`config.mk`:
```
export PLATFORM = sky130hd
export DESIGN_NAME = xor_checked_frame_parser_flat
export DESIGN_NICKNAME = d
export VERILOG_FILES = /design/src/rtl/xcfp_pkg.sv /design/src/rtl/xcfp_if.sv /design/src/rtl/xcfp_ram.sv /design/src/rtl/xcfp_parser.sv /design/src/rtl/xcfp_out.sv /design/src/rtl/xor_checked_frame_parser.sv /design/src/flat_wrapper.sv
export SDC_FILE = /design/constraint.sdc
export NUM_CORES = 1
export LEC_CHECK = 0
export BUFFER_PORTS_ARGS = -buffer_cell sky130_fd_sc_hd__buf_4
export CORE_ASPECT_RATIO = 0.7
export CORE_UTILIZATION = 40
export CTS_CLUSTER_DIAMETER = 150
export DETAILED_ROUTE_END_ITERATION = 8
export GPL_TIMING_DRIVEN = 0
export SKIP_LAST_GASP = 1
export SLEW_MARGIN = 10
export SYNTH_ARGS = -nofsm -noshare
export SYNTH_HDL_FRONTEND = slang
export SYNTH_SLANG_ARGS = --single-unit
```
`constraint.sdc`:
```
create_clock -name clk -period 4.1 [get_ports clk]
set_clock_uncertainty 0.2 [all_clocks]
set_input_delay 0.615 -clock clk [delete_from_list [all_inputs] [get_ports clk]]
set_output_delay 0.615 -clock clk [all_outputs]
set_load 0.005 [all_outputs]
```
`src/rtl/xcfp_pkg.sv`:
```
// Shared constants, types and structs of the XOR-checked frame parser.
`timescale 1ns / 1ps
package xcfp_pkg;

  localparam int PAYLOAD_DEPTH = 32;
  localparam int ADDR_W = (PAYLOAD_DEPTH > 1) ? $clog2(PAYLOAD_DEPTH) : 1;
  localparam int LEN_W = 6;
  localparam int DATA_W = 8;

  localparam logic [DATA_W-1:0] HDR_BYTE = 8'hAA;
  localparam logic [DATA_W-1:0] TRL_BYTE = 8'hBB;
  localparam logic [LEN_W-1:0] MAXPAY_RESET = 6'd20;
  localparam logic [DATA_W-1:0] LIMIT_CAP = DATA_W'(PAYLOAD_DEPTH);

  typedef enum logic [1:0] {
    ST_GOOD      = 2'd0,
    ST_LEN_ERR   = 2'd1,
    ST_FRAME_ERR = 2'd2
  } status_t;

  typedef enum logic [6:0] {
    PH_HUNT    = 7'b0000001,
    PH_LEN     = 7'b0000010,
    PH_CMD     = 7'b0000100,
    PH_PAY     = 7'b0001000,
    PH_CHK     = 7'b0010000,
    PH_TRL_OK  = 7'b0100000,
    PH_TRL_BAD = 7'b1000000
  } phase_t;

  // One result request from the parser to the output pipeline.
  typedef struct packed {
    logic              valid;
    status_t           status;
    logic [DATA_W-1:0] command;
    logic [LEN_W-1:0]  payload_length;
    logic              data_valid;
    logic              last;
  } req_t;

  // Payload store control.
  typedef struct packed {
    logic              rd_en;
    logic [ADDR_W-1:0] rd_addr;
    logic              wr_en;
    logic [ADDR_W-1:0] wr_addr;
    logic [DATA_W-1:0] wr_data;
  } ram_ctl_t;

endpackage

```
`src/rtl/xcfp_if.sv`:
```
// Channel interfaces: received bytes, configuration writes and results.
`timescale 1ns / 1ps
interface xcfp_rx_if;
  logic       valid;
  logic       ready;
  logic [7:0] rx_byte;
  modport source (output valid, output rx_byte, input ready);
  modport sink (input valid, input rx_byte, output ready);
endinterface

interface xcfp_cfg_if;
  logic       valid;
  logic       ready;
  logic [5:0] max_payload;
  modport source (output valid, output max_payload, input ready);
  modport sink (input valid, input max_payload, output ready);
endinterface

interface xcfp_res_if;
  logic       valid;
  logic       ready;
  logic [1:0] status;
  logic [7:0] command;
  logic [5:0] payload_length;
  logic [7:0] data_byte;
  logic       data_valid;
  logic       last;
  modport source (output valid, output status, output command, output payload_length,
                  output data_byte, output data_valid, output last, input ready);
  modport sink (input valid, input status, input command, input payload_length,
                input data_byte, input data_valid, input last, output ready);
endinterface

```
`src/rtl/xcfp_ram.sv`:
```
// Generic single-port-write, single-port-read RAM with registered read.
`timescale 1ns / 1ps
module xcfp_ram #(
  parameter int WIDTH = 8,
  parameter int DEPTH = 32
) (
  input  logic                                   clk,
  input  logic                                   wr_en,
  input  logic [((DEPTH > 1) ? $clog2(DEPTH) : 1)-1:0] wr_addr,
  input  logic [WIDTH-1:0]                       wr_data,
  input  logic                                   rd_en,
  input  logic [((DEPTH > 1) ? $clog2(DEPTH) : 1)-1:0] rd_addr,
  output logic [WIDTH-1:0]                       rd_data
);

  logic [WIDTH-1:0] mem [DEPTH];

  always_ff @(posedge clk) begin
    if (wr_en) begin
      mem[wr_addr] <= wr_data;
    end
    if (rd_en) begin
      rd_data <= mem[rd_addr];
    end
  end

endmodule

```
`src/rtl/xcfp_parser.sv`:
```
// Frame state machine and payload replay sequencer.
`timescale 1ns / 1ps
module xcfp_parser (
  input  logic                            clk,
  input  logic                            rst,
  xcfp_rx_if.sink                         rx,
  input  logic [xcfp_pkg::LEN_W-1:0]      max_payload,
  output xcfp_pkg::req_t                  req,
  input  logic                            req_ready,
  output xcfp_pkg::ram_ctl_t              ram
);

  xcfp_pkg::phase_t                  phase, phase_next;
  logic [xcfp_pkg::LEN_W-1:0]        frame_length, frame_length_next;
  logic [xcfp_pkg::DATA_W-1:0]       command_reg, command_reg_next;
  logic [xcfp_pkg::DATA_W-1:0]       xor_acc, xor_acc_next;
  logic [xcfp_pkg::LEN_W-1:0]        byte_index, byte_index_next;
  logic                              rep_busy, rep_busy_next;
  logic [xcfp_pkg::LEN_W-1:0]        rep_idx, rep_idx_next;

  logic                              accept;
  logic [xcfp_pkg::DATA_W-1:0]       b;
  logic [xcfp_pkg::DATA_W-1:0]       limit;
  logic                              rep_last;
  logic [xcfp_pkg::LEN_W-1:0]        bi_inc;

  assign rx.ready = !rep_busy && req_ready;
  assign accept   = rx.valid && rx.ready;
  assign b        = rx.rx_byte;
  assign limit    = ({2'b00, max_payload} > xcfp_pkg::LIMIT_CAP) ? xcfp_pkg::LIMIT_CAP
                                                                  : {2'b00, max_payload};
  assign rep_last = (xcfp_pkg::LEN_W'(rep_idx + 1'b1) == frame_length);
  assign bi_inc   = xcfp_pkg::LEN_W'(byte_index + 1'b1);

  always_comb begin
    phase_next        = phase;
    frame_length_next = frame_length;
    command_reg_next  = command_reg;
    xor_acc_next      = xor_acc;
    byte_index_next   = byte_index;
    rep_busy_next     = rep_busy;
    rep_idx_next      = rep_idx;
    req               = '0;
    ram               = '0;
    ram.wr_addr       = xcfp_pkg::ADDR_W'(byte_index);
    ram.wr_data       = b;
    ram.rd_addr       = xcfp_pkg::ADDR_W'(rep_idx);

    if (rep_busy) begin
      // replay stored payload, one result per request slot
      req.valid          = 1'b1;
      req.status         = xcfp_pkg::ST_GOOD;
      req.command        = command_reg;
      req.payload_length = frame_length;
      req.data_valid     = 1'b1;
      req.last           = rep_last;
      ram.rd_en          = req_ready;
      if (req_ready) begin
        rep_idx_next = xcfp_pkg::LEN_W'(rep_idx + 1'b1);
        if (rep_last) begin
          rep_busy_next = 1'b0;
        end
      end
    end else if (accept) begin
      unique case (phase)
        xcfp_pkg::PH_LEN: begin
          if (b > limit) begin
            req.valid  = 1'b1;
            req.status = xcfp_pkg::ST_LEN_ERR;
            req.last   = 1'b1;
            phase_next = xcfp_pkg::PH_HUNT;
          end else begin
            frame_length_next = b[xcfp_pkg::LEN_W-1:0];
            xor_acc_next      = b;
            phase_next        = xcfp_pkg::PH_CMD;
          end
        end
        xcfp_pkg::PH_CMD: begin
          command_reg_next = b;
          xor_acc_next     = xor_acc ^ b;
          byte_index_next  = '0;
          phase_next       = (frame_length != '0) ? xcfp_pkg::PH_PAY : xcfp_pkg::PH_CHK;
        end
        xcfp_pkg::PH_PAY: begin
          ram.wr_en       = (int'(byte_index) < xcfp_pkg::PAYLOAD_DEPTH);
          xor_acc_next    = xor_acc ^ b;
          byte_index_next = bi_inc;
          if (bi_inc >= frame_length) begin
            phase_next = xcfp_pkg::PH_CHK;
          end
        end
        xcfp_pkg::PH_CHK: begin
          phase_next = (b == xor_acc) ? xcfp_pkg::PH_TRL_OK : xcfp_pkg::PH_TRL_BAD;
        end
        xcfp_pkg::PH_TRL_OK, xcfp_pkg::PH_TRL_BAD: begin
          if (phase == xcfp_pkg::PH_TRL_BAD || b != xcfp_pkg::TRL_BYTE) begin
            req.valid          = 1'b1;
            req.status         = xcfp_pkg::ST_FRAME_ERR;
            req.command        = command_reg;
            req.payload_length = frame_length;
            req.last           = 1'b1;
          end else if (frame_length == '0) begin
            req.valid   = 1'b1;
            req.status  = xcfp_pkg::ST_GOOD;
            req.command = command_reg;
            req.last    = 1'b1;
          end else begin
            rep_busy_next = 1'b1;
            rep_idx_next  = '0;
          end
          phase_next = xcfp_pkg::PH_HUNT;
        end
        default: begin
          phase_next = (b == xcfp_pkg::HDR_BYTE) ? xcfp_pkg::PH_LEN : xcfp_pkg::PH_HUNT;
        end
      endcase
    end
  end

  always_ff @(posedge clk) begin
    if (rst) begin
      phase        <= xcfp_pkg::PH_HUNT;
      frame_length <= '0;
      command_reg  <= '0;
      xor_acc      <= '0;
      byte_index   <= '0;
      rep_busy     <= 1'b0;
      rep_idx      <= '0;
    end else begin
      phase        <= phase_next;
      frame_length <= frame_length_next;
      command_reg  <= command_reg_next;
      xor_acc      <= xor_acc_next;
      byte_index   <= byte_index_next;
      rep_busy     <= rep_busy_next;
      rep_idx      <= rep_idx_next;
    end
  end

endmodule

```
`src/rtl/xcfp_out.sv`:
```
// Two-stage result pipeline: RAM read stage and output register.
`timescale 1ns / 1ps
module xcfp_out (
  input  logic                         clk,
  input  logic                         rst,
  input  xcfp_pkg::req_t               req,
  output logic                         req_ready,
  input  logic [xcfp_pkg::DATA_W-1:0]  ram_data,
  xcfp_res_if.source                   res
);

  xcfp_pkg::req_t               s1;
  logic                         s1_valid;
  xcfp_pkg::req_t               outr;
  logic                         out_valid;
  logic [xcfp_pkg::DATA_W-1:0]  out_data;
  logic                         s2_load;

  assign s2_load   = s1_valid && (!out_valid || res.ready);
  assign req_ready = !s1_valid || s2_load;

  always_ff @(posedge clk) begin
    if (rst) begin
      s1_valid  <= 1'b0;
      out_valid <= 1'b0;
    end else begin
      if (req_ready) begin
        s1_valid <= req.valid;
      end
      if (s2_load) begin
        out_valid <= 1'b1;
      end else if (res.ready) begin
        out_valid <= 1'b0;
      end
    end
  end

  always_ff @(posedge clk) begin
    if (req_ready) begin
      s1 <= req;
    end
    if (s2_load) begin
      outr     <= s1;
      out_data <= s1.data_valid ? ram_data : '0;
    end
  end

  assign res.valid          = out_valid;
  assign res.status         = outr.status;
  assign res.command        = outr.command;
  assign res.payload_length = outr.payload_length;
  assign res.data_byte      = out_data;
  assign res.data_valid     = outr.data_valid;
  assign res.last           = outr.last;

endmodule

```
`src/rtl/xor_checked_frame_parser.sv`:
```
// Top level of the XOR-checked serial frame parser.
// Usage:
//   rx  : one received byte per request (rx_byte). Frames are 0xAA, length,
//         command, payload, XOR checksum of length/command/payload, 0xBB.
//   res : results with status, command, payload_length, data_byte,
//         data_valid, last. A good frame yields one result per payload byte
//         (or one result if empty); a long length or a bad checksum/trailer
//         yields one error result. last marks the final result.
//   cfg : writes max_payload; always ready, takes effect on the next byte.
// Throughput: one rx byte per cycle while no replay runs and res is taken.
// After a good trailer, rx is held off while the payload store is replayed,
// one result per cycle while res is taken, at the rate of the single store
// read port. An error or empty-frame result is registered in the read stage
// and then the output register; the first payload result of a good frame
// takes the same path once the replay has started after its trailer.
// Reset: parser hunts for 0xAA, max_payload = 20, no result pending. The
// payload store is not cleared; only entries written in the frame are read.
// Receiver stall: one result waits in the output register and one in the
// read stage; once both are held, rx and the replay stop until res is taken.
`timescale 1ns / 1ps
module xor_checked_frame_parser (
  input  logic        clk,
  input  logic        rst,
  xcfp_rx_if.sink     rx,
  xcfp_cfg_if.sink    cfg,
  xcfp_res_if.source  res
);

  logic [xcfp_pkg::LEN_W-1:0]   max_payload;
  xcfp_pkg::req_t               req;
  logic                         req_ready;
  xcfp_pkg::ram_ctl_t           ram;
  logic [xcfp_pkg::DATA_W-1:0]  ram_data;

  assign cfg.ready = 1'b1;

  always_ff @(posedge clk) begin
    if (rst) begin
      max_payload <= xcfp_pkg::MAXPAY_RESET;
    end else if (cfg.valid) begin
      max_payload <= cfg.max_payload;
    end
  end

  xcfp_parser u_parser (
    .clk         (clk),
    .rst         (rst),
    .rx          (rx),
    .max_payload (max_payload),
    .req         (req),
    .req_ready   (req_ready),
    .ram         (ram)
  );

  xcfp_ram #(
    .WIDTH (xcfp_pkg::DATA_W),
    .DEPTH (xcfp_pkg::PAYLOAD_DEPTH)
  ) u_store (
    .clk     (clk),
    .wr_en   (ram.wr_en),
    .wr_addr (ram.wr_addr),
    .wr_data (ram.wr_data),
    .rd_en   (ram.rd_en),
    .rd_addr (ram.rd_addr),
    .rd_data (ram_data)
  );

  xcfp_out u_out (
    .clk       (clk),
    .rst       (rst),
    .req       (req),
    .req_ready (req_ready),
    .ram_data  (ram_data),
    .res       (res)
  );

endmodule

```
`src/flat_wrapper.sv`:
```
// flat-port wrapper written by rule: the top's interface ports become plain ports
module xor_checked_frame_parser_flat 
  (clk, rst, rx_valid, rx_rx_byte, rx_ready, cfg_valid, cfg_max_payload, cfg_ready, res_valid, res_status, res_command, res_payload_length, res_data_byte, res_data_valid, res_last, res_ready);
  xcfp_rx_if rx_i ();
  xcfp_cfg_if cfg_i ();
  xcfp_res_if res_i ();
  input  logic clk;
  input  logic rst;
  input wire logic [$bits(rx_i.valid)-1:0] rx_valid;
  input wire logic [$bits(rx_i.rx_byte)-1:0] rx_rx_byte;
  output wire logic [$bits(rx_i.ready)-1:0] rx_ready;
  input wire logic [$bits(cfg_i.valid)-1:0] cfg_valid;
  input wire logic [$bits(cfg_i.max_payload)-1:0] cfg_max_payload;
  output wire logic [$bits(cfg_i.ready)-1:0] cfg_ready;
  output wire logic [$bits(res_i.valid)-1:0] res_valid;
  output wire logic [$bits(res_i.status)-1:0] res_status;
  output wire logic [$bits(res_i.command)-1:0] res_command;
  output wire logic [$bits(res_i.payload_length)-1:0] res_payload_length;
  output wire logic [$bits(res_i.data_byte)-1:0] res_data_byte;
  output wire logic [$bits(res_i.data_valid)-1:0] res_data_valid;
  output wire logic [$bits(res_i.last)-1:0] res_last;
  input wire logic [$bits(res_i.ready)-1:0] res_ready;
  assign rx_i.valid = rx_valid;
  assign rx_i.rx_byte = rx_rx_byte;
  assign rx_ready = rx_i.ready;
  assign cfg_i.valid = cfg_valid;
  assign cfg_i.max_payload = cfg_max_payload;
  assign cfg_ready = cfg_i.ready;
  assign res_valid = res_i.valid;
  assign res_status = res_i.status;
  assign res_command = res_i.command;
  assign res_payload_length = res_i.payload_length;
  assign res_data_byte = res_i.data_byte;
  assign res_data_valid = res_i.data_valid;
  assign res_last = res_i.last;
  assign res_i.ready = res_ready;
  xor_checked_frame_parser u_core (.clk(clk), .rst(rst), .rx(rx_i), .cfg(cfg_i), .res(res_i));
endmodule
```
* Word-level counts from Yosys, hierarchy flattened
Memories as Yosys holds them, arrays and structs flattened. A register that Yosys moved wholly into a read port is not among the register bits.
Index checks and enable logic that the tools add are counted.
** Storage, ports and cells
- Bits in registers :: 94
- Word-level logic and storage cells :: 118
- Bits in writable memories :: 256
- Output and inout port bits :: 29
- Memories :: 1
- Input port bits :: 19
** Cells by class
- Eq/ne operators :: 15
- Bitwise operators :: 4
- $add $sub $neg :: 2
- Reductions and logical operators :: 25
- Magnitude comparators :: 4
- Mux-type cells :: 46
** Memory list
- u_core.u_store.mem :: depth 32, bits a word 8, rd ports 1, clocked after memory_dff 1, wr ports 1, RTL line xcfp_ram.sv:16 : logic [WIDTH-1:0] mem [DEPTH];
** Operators with widths (count)
- $mux 6 :: 8
- $pmux 7 s5 :: 1
- $mux 17 :: 2
- $mux 11 :: 2
- $mux 1 :: 21
- $pmux 8 s2 :: 1
- $mux 14 :: 1
- $mux 7 :: 2
- $add 6x1->6 const B :: 2
- $pmux 6 s2 :: 1
- $ne 2x2->1 const B :: 5
- $reduce_bool 2->1 :: 5
- $reduce_and 3->1 :: 3
- $eq 8x8->1 :: 1
- $eq 8x8->1 const B :: 1
- $gt 8x6->1 :: 1
- $mux 8 :: 1
- $ne 8x8->1 const B :: 1
- $reduce_and 4->1 :: 2
- $xor 8x8->8 :: 1
- $eq 7x2->1 const B :: 1
- $eq 7x3->1 const B :: 1
- $eq 7x4->1 const B :: 1
- $eq 7x5->1 const B :: 1
- other kinds (19) :: 30

* Logic depth before layout (Yosys ltp)
- Depth in word-level cells :: 10
- Gate-level depth with buffers :: 10

* Hierarchy
From an unflattened synthesis, not the netlist that was laid out.
** Unflattened totals
- Cells, all modules :: 876
- Area, all modules :: 14787.9 sq um
** By module, submodules not included
- xcfp_ram :: times used 1, cells each 417, sequential area each 7927.6 sq um, area an instance 10133.5 sq um
- xcfp_parser :: times used 1, cells each 377, sequential area each 840.8 sq um, area an instance 2961.6 sq um
- xcfp_out :: times used 1, cells each 61, sequential area each 1361.3 sq um, area an instance 1465.2 sq um
- xor_checked_frame_parser :: times used 1, cells each 21, sequential area each 120.1 sq um, area an instance 227.7 sq um

* Least setup slack after synthesis
No wires, ideal clock.
- Kind :: input -> register
- Start point :: in res_ready
- End point :: reg u_core.u_out.outr (netlist bit u_core.u_out.res.command[0]) (enable)
- Path buffers :: 0
- Arrival time :: 2.593 ns
- Path slack :: 0.858 ns
- Cell stages on the path :: 2
- Required time :: 3.451 ns
- Cell sequence :: inv_1 > a21boi_0
** Between the ends
- Word-level cells in the longest chain between the ends :: 2
** Ends and longest elaborated chain
- from (decl) :: RTL line flat_wrapper.sv:22 : input wire logic [$bits(res_i.ready)-1:0] res_ready;
- $logic_or 1x1->1 :: RTL line xcfp_out.sv:19 : assign s2_load = s1_valid && (!out_valid || res.ready);
- $logic_and 1x1->1 :: RTL line xcfp_out.sv:19
- net u_core.u_out.s2_load :: RTL line xcfp_out.sv:17 : logic s2_load;
- to (signal assigned) :: RTL line xcfp_out.sv:43 : outr <= s1;
- to (decl) :: RTL line xcfp_out.sv:14 : xcfp_pkg::req_t outr;
The timed path passes the listed nets, and every way through them passes these cells.
A chain may end at the register's enable or synchronous reset.

==> results.sh <==
export IMPL_cap_violations=0
export IMPL_reg_largest_list="u_core.u_store.mem x256, u_core.u_out.s1 x18"
export IMPL_critPathMostFrequentCell="sky130_fd_sc_hd__mux4_2"
export IMPL_total_switching_power_w=0.001439
export IMPL_met3_wire_len_mm=2.475
export IMPL_io_pins=48
export IMPL_finalWirelength_mm=32.30
export IMPL_die_w_um=230.1
export IMPL_timing_final_setup_violations=0
export IMPL_clock_path_buffers=3
export IMPL_vias_in_the_first_global_route=7374
export IMPL_sw_frac_of_total=0.1912
export IMPL_critical_path_source_type="register"
export IMPL_yosys_most_used_dff="sky130_fd_sc_hd__edfxtp_1"
export IMPL_ctsHtreeMaxLevel=2
export IMPL_syn_area_mm2=0.01457
export IMPL_clk_pin_slew_ns=0.06
export IMPL_synth_seq_cells=358
export IMPL_worst_endpoint_required_ns=4.16
export IMPL_track_usage=0.1760
export IMPL_most_common_layout_cells="sky130_fd_sc_hd__edfxtp_1 (308), sky130_fd_sc_hd__nor2_1 (79), sky130_fd_sc_hd__mux4_2 (65)"
export IMPL_worst_slew_pin_slew_ns=0.9526
export IMPL_outcome="finished, final reports clean"
export IMPL_cts_root_buffer_cell="sky130_fd_sc_hd__clkbuf_16"
export IMPL_fin_worst_hold_slack_ns=0.1046
export IMPL_clock_tree_from_tritoncts="done"
export IMPL_syn_avg_cell_area_um2=17.65
export IMPL_worst_path_max_fanout=10
export IMPL_worstSkewPairLatency_ns=0.53
export IMPL_grt_setup_unrepaired="false"
export IMPL_synth_seq_area_share=0.7037
export IMPL_sequential_cell_area_mm2=0.01025
export IMPL_peakVddDrop_mv=0.2183
export IMPL_setup_reg_to_reg_worst_slack_ns=0.58
export IMPL_syn_nets=861
export IMPL_crit_path_cell_trace="clkbuf_1, buf_1, mux4_2, mux4_2, mux2_2"
export IMPL_grt_first_pass_wirelength_mm=47.80
export IMPL_power_frac_comb=0.017
export IMPL_drcViolationCount=0
export IMPL_postSynth_asyncResetShare=0
export IMPL_postCtsHoldBufs=0
export IMPL_cts_inserted_buffers=36
export IMPL_cell_at_the_slowest_stage_of_the_critical_path="sky130_fd_sc_hd__buf_1"
export IMPL_min_period_ns=3.520
export IMPL_post_drt_via_cell_ratio=5.384
export IMPL_footprint_of_the_multi_input_gates_mm2=0.004071
export IMPL_fin_hold_viols=0
export IMPL_hpwlAfterDp_mm=21.43
export IMPL_maxUsedRoutingLayer="met4"
export IMPL_diodes=0
export IMPL_drtAntennaViolNets=0
export IMPL_syn_instance_count=825
export IMPL_clockPowerShare=0.458
export IMPL_power_density_mw_per_mm2=449.5
export IMPL_post_route_util=0.4670
export IMPL_largest_register="u_core.u_store.mem"
export IMPL_max_freq_mhz=284.1
export IMPL_initial_antenna_violation_count=0
export IMPL_timing_max_transition_violations_final=0
export IMPL_cts_resized=0
export IMPL_nets=943
export IMPL_nFillCells=3049
export IMPL_cp_arrival_ns=3.57
export IMPL_area_growth_syn_to_layout_pct=14.95
export IMPL_port_buffers=44
export IMPL_endpoint_kind="register"
export IMPL_drtIter0Drc=712
export IMPL_route_vias_total=7608
export IMPL_cts_repair_timing_setup_buffer_count=0
export IMPL_drive_above_1_share=0.2047
export IMPL_globalRouteOverflowTotal=0
export IMPL_core_region_area_mm2=0.03585
export IMPL_drt_pass1_iterations=5
export IMPL_timing_final_crit_share=0.8584
export IMPL_largest_register_ffs=256
export IMPL_slew_headroom=0.3626
export IMPL_setup_tns_ns=0
export IMPL_final_common_cell="sky130_fd_sc_hd__edfxtp_1"
export IMPL_worst_hold_path_type="primary input to register"
export IMPL_wl_met2_mm=13.69
export IMPL_start_util=0.4063
export IMPL_type_of_the_setup_path_with_the_least_slack="register to register"
export IMPL_cp_peak_stage_delay_ns=0.62
export IMPL_yosysWarningCount=0
export IMPL_drt_wirelength_per_cell_um=22.86
export IMPL_synth_lib_cells_used_distinct=59
export IMPL_grt_start_max_net_pins=40
export IMPL_die_area_mm2=0.03719
export IMPL_power_leakage_nw=5.562
export IMPL_wl_met1_mm=15.69
export IMPL_intPower_w=0.006087
export IMPL_synth_edf_count=308
export IMPL_cts_sink_count=358
export IMPL_seqPwrFrac=0.524
export IMPL_gpl_final_weighted_congestion=0.8318
export IMPL_num_rows=58
export IMPL_fp_dieH_um=161.7
## worst max-delay path, delay by kind of cell (launching register included)
family	cells	cell delay (ns)
buf+inv	2	1.20
mux	3	1.38
flops	1	0.48
## per-stage QoR
| stage | std cells | instance area (um^2) | power, W | worst slack, ns |
|---|---|---|---|---|
| detailed placement | 1349 | 15510 | 0.004156 | 0.2559 |
| floorplan | 825 | 14570 | 0.004074 | 0.8579 |
| finish | 1413 | 16740 | 0.007526 | 0.5805 |
| global placement | 1349 | 15500 | 0.004151 | 0.05468 |
| CTS | 1413 | 16740 | 0.007583 | 0.5418 |
| global route | 1413 | 16740 | 0.007715 | 0.4344 |
## final timing paths
check | start | to | cells after the start
max reg2reg | u_core.u_parser.rep_idx[1] | u_core.u_store.rd_data[7] | 5
max | u_core.u_parser.rep_idx[1] | u_core.u_store.rd_data[7] | 5
min reg2reg | u_core.u_out.s1[17] | u_core.u_out.res.status[1] | 0
min | cfg_max_payload[4] | u_core.max_payload[4] | 2
## synth_stat cells (2+ instances only)
cell type,count,share of area
sky130_fd_sc_hd__edfxtp_1,308,0.63
sky130_fd_sc_hd__nor2_1,79,0.020
sky130_fd_sc_hd__mux4_2,65,0.10
sky130_fd_sc_hd__dfxtp_1,50,0.069
sky130_fd_sc_hd__nand2_1,28,0.0072
sky130_fd_sc_hd__clkbuf_1,27,0.0070
sky130_fd_sc_hd__mux2i_1,20,0.014
sky130_fd_sc_hd__a21oi_1,18,0.0062
sky130_fd_sc_hd__ha_1,17,0.015
sky130_fd_sc_hd__nor2b_1,16,0.0069
sky130_fd_sc_hd__mux4_1,15,0.027
sky130_fd_sc_hd__xor2_1,15,0.0090
sky130_fd_sc_hd__nand3_1,13,0.0045
sky130_fd_sc_hd__a31oi_1,12,0.0052
sky130_fd_sc_hd__inv_1,12,0.0031
sky130_fd_sc_hd__a21o_1,10,0.0052
sky130_fd_sc_hd__and2_1,9,0.0039
sky130_fd_sc_hd__mux2_2,9,0.0070
sky130_fd_sc_hd__o211a_1,9,0.0062
sky130_fd_sc_hd__xnor2_1,9,0.0054
sky130_fd_sc_hd__o21ai_0,8,0.0027
sky130_fd_sc_hd__nor4_1,7,0.0030
sky130_fd_sc_hd__buf_2,5,0.0017
sky130_fd_sc_hd__nand3b_1,5,0.0026
sky130_fd_sc_hd__a22oi_1,4,0.0021
sky130_fd_sc_hd__and3_1,4,0.0017
sky130_fd_sc_hd__nor3_1,4,0.0014
sky130_fd_sc_hd__a211oi_1,3,0.0015
sky130_fd_sc_hd__or3_1,3,0.0013
sky130_fd_sc_hd__or3b_2,3,0.0018
sky130_fd_sc_hd__a211o_1,2,0.0012
sky130_fd_sc_hd__buf_1,2,0.00052
sky130_fd_sc_hd__buf_4,2,0.0010
sky130_fd_sc_hd__buf_8,2,0.0021
sky130_fd_sc_hd__nand2b_1,2,0.00086
sky130_fd_sc_hd__nand4_1,2,0.00086
sky130_fd_sc_hd__nand4b_1,2,0.0012
sky130_fd_sc_hd__o21bai_1,2,0.0010
sky130_fd_sc_hd__or4_1,2,0.0010
## area by class of cell
cell class,instances,share of cell area
clock buffer,43,0.05725
clock inverter,21,0.01652
inverter,12,0.002690
timing repair buffer,44,0.01973
multi-input combinational,415,0.2432
buffer,40,0.01256
tap,480,0.03587
sequential,358,0.6122
## cell families (layout without fill, tap and decap cells)
kind of cell	Yosys count	after routing	synth area share
flops	358	358	0.7037
simple gates	187	187	0.06348
mux	109	109	0.1483
compound gates	77	77	0.03771
buf+inv	52	160	0.01752
xor+xnor	24	24	0.01443
fa+ha+maj	17	17	0.01460
other cells	1	1	0.0002575
## layer usage
layer,vias to the layer above,global-route usage
met4,0,0.03974
met2,210,0.2464
li1,3435,-
met1,3932,0.2723
met3,31,0.04652
met5,-,0
## power by group through the flow
stage / combinational (W) / clock [W] / sequential, W
2_1_floorplan: 0.0000502 / 0 / 0.00402
6_report: 0.000131 / 0.00345 / 0.00395
3_5_place_dp: 0.000132 / 0 / 0.00402
3_3_place_gp: 0.000128 / 0 / 0.00402
5_1_grt: 0.000144 / 0.00363 / 0.00394
4_1_cts: 0.000132 / 0.00351 / 0.00394
(Power assumes the default switching activity.)
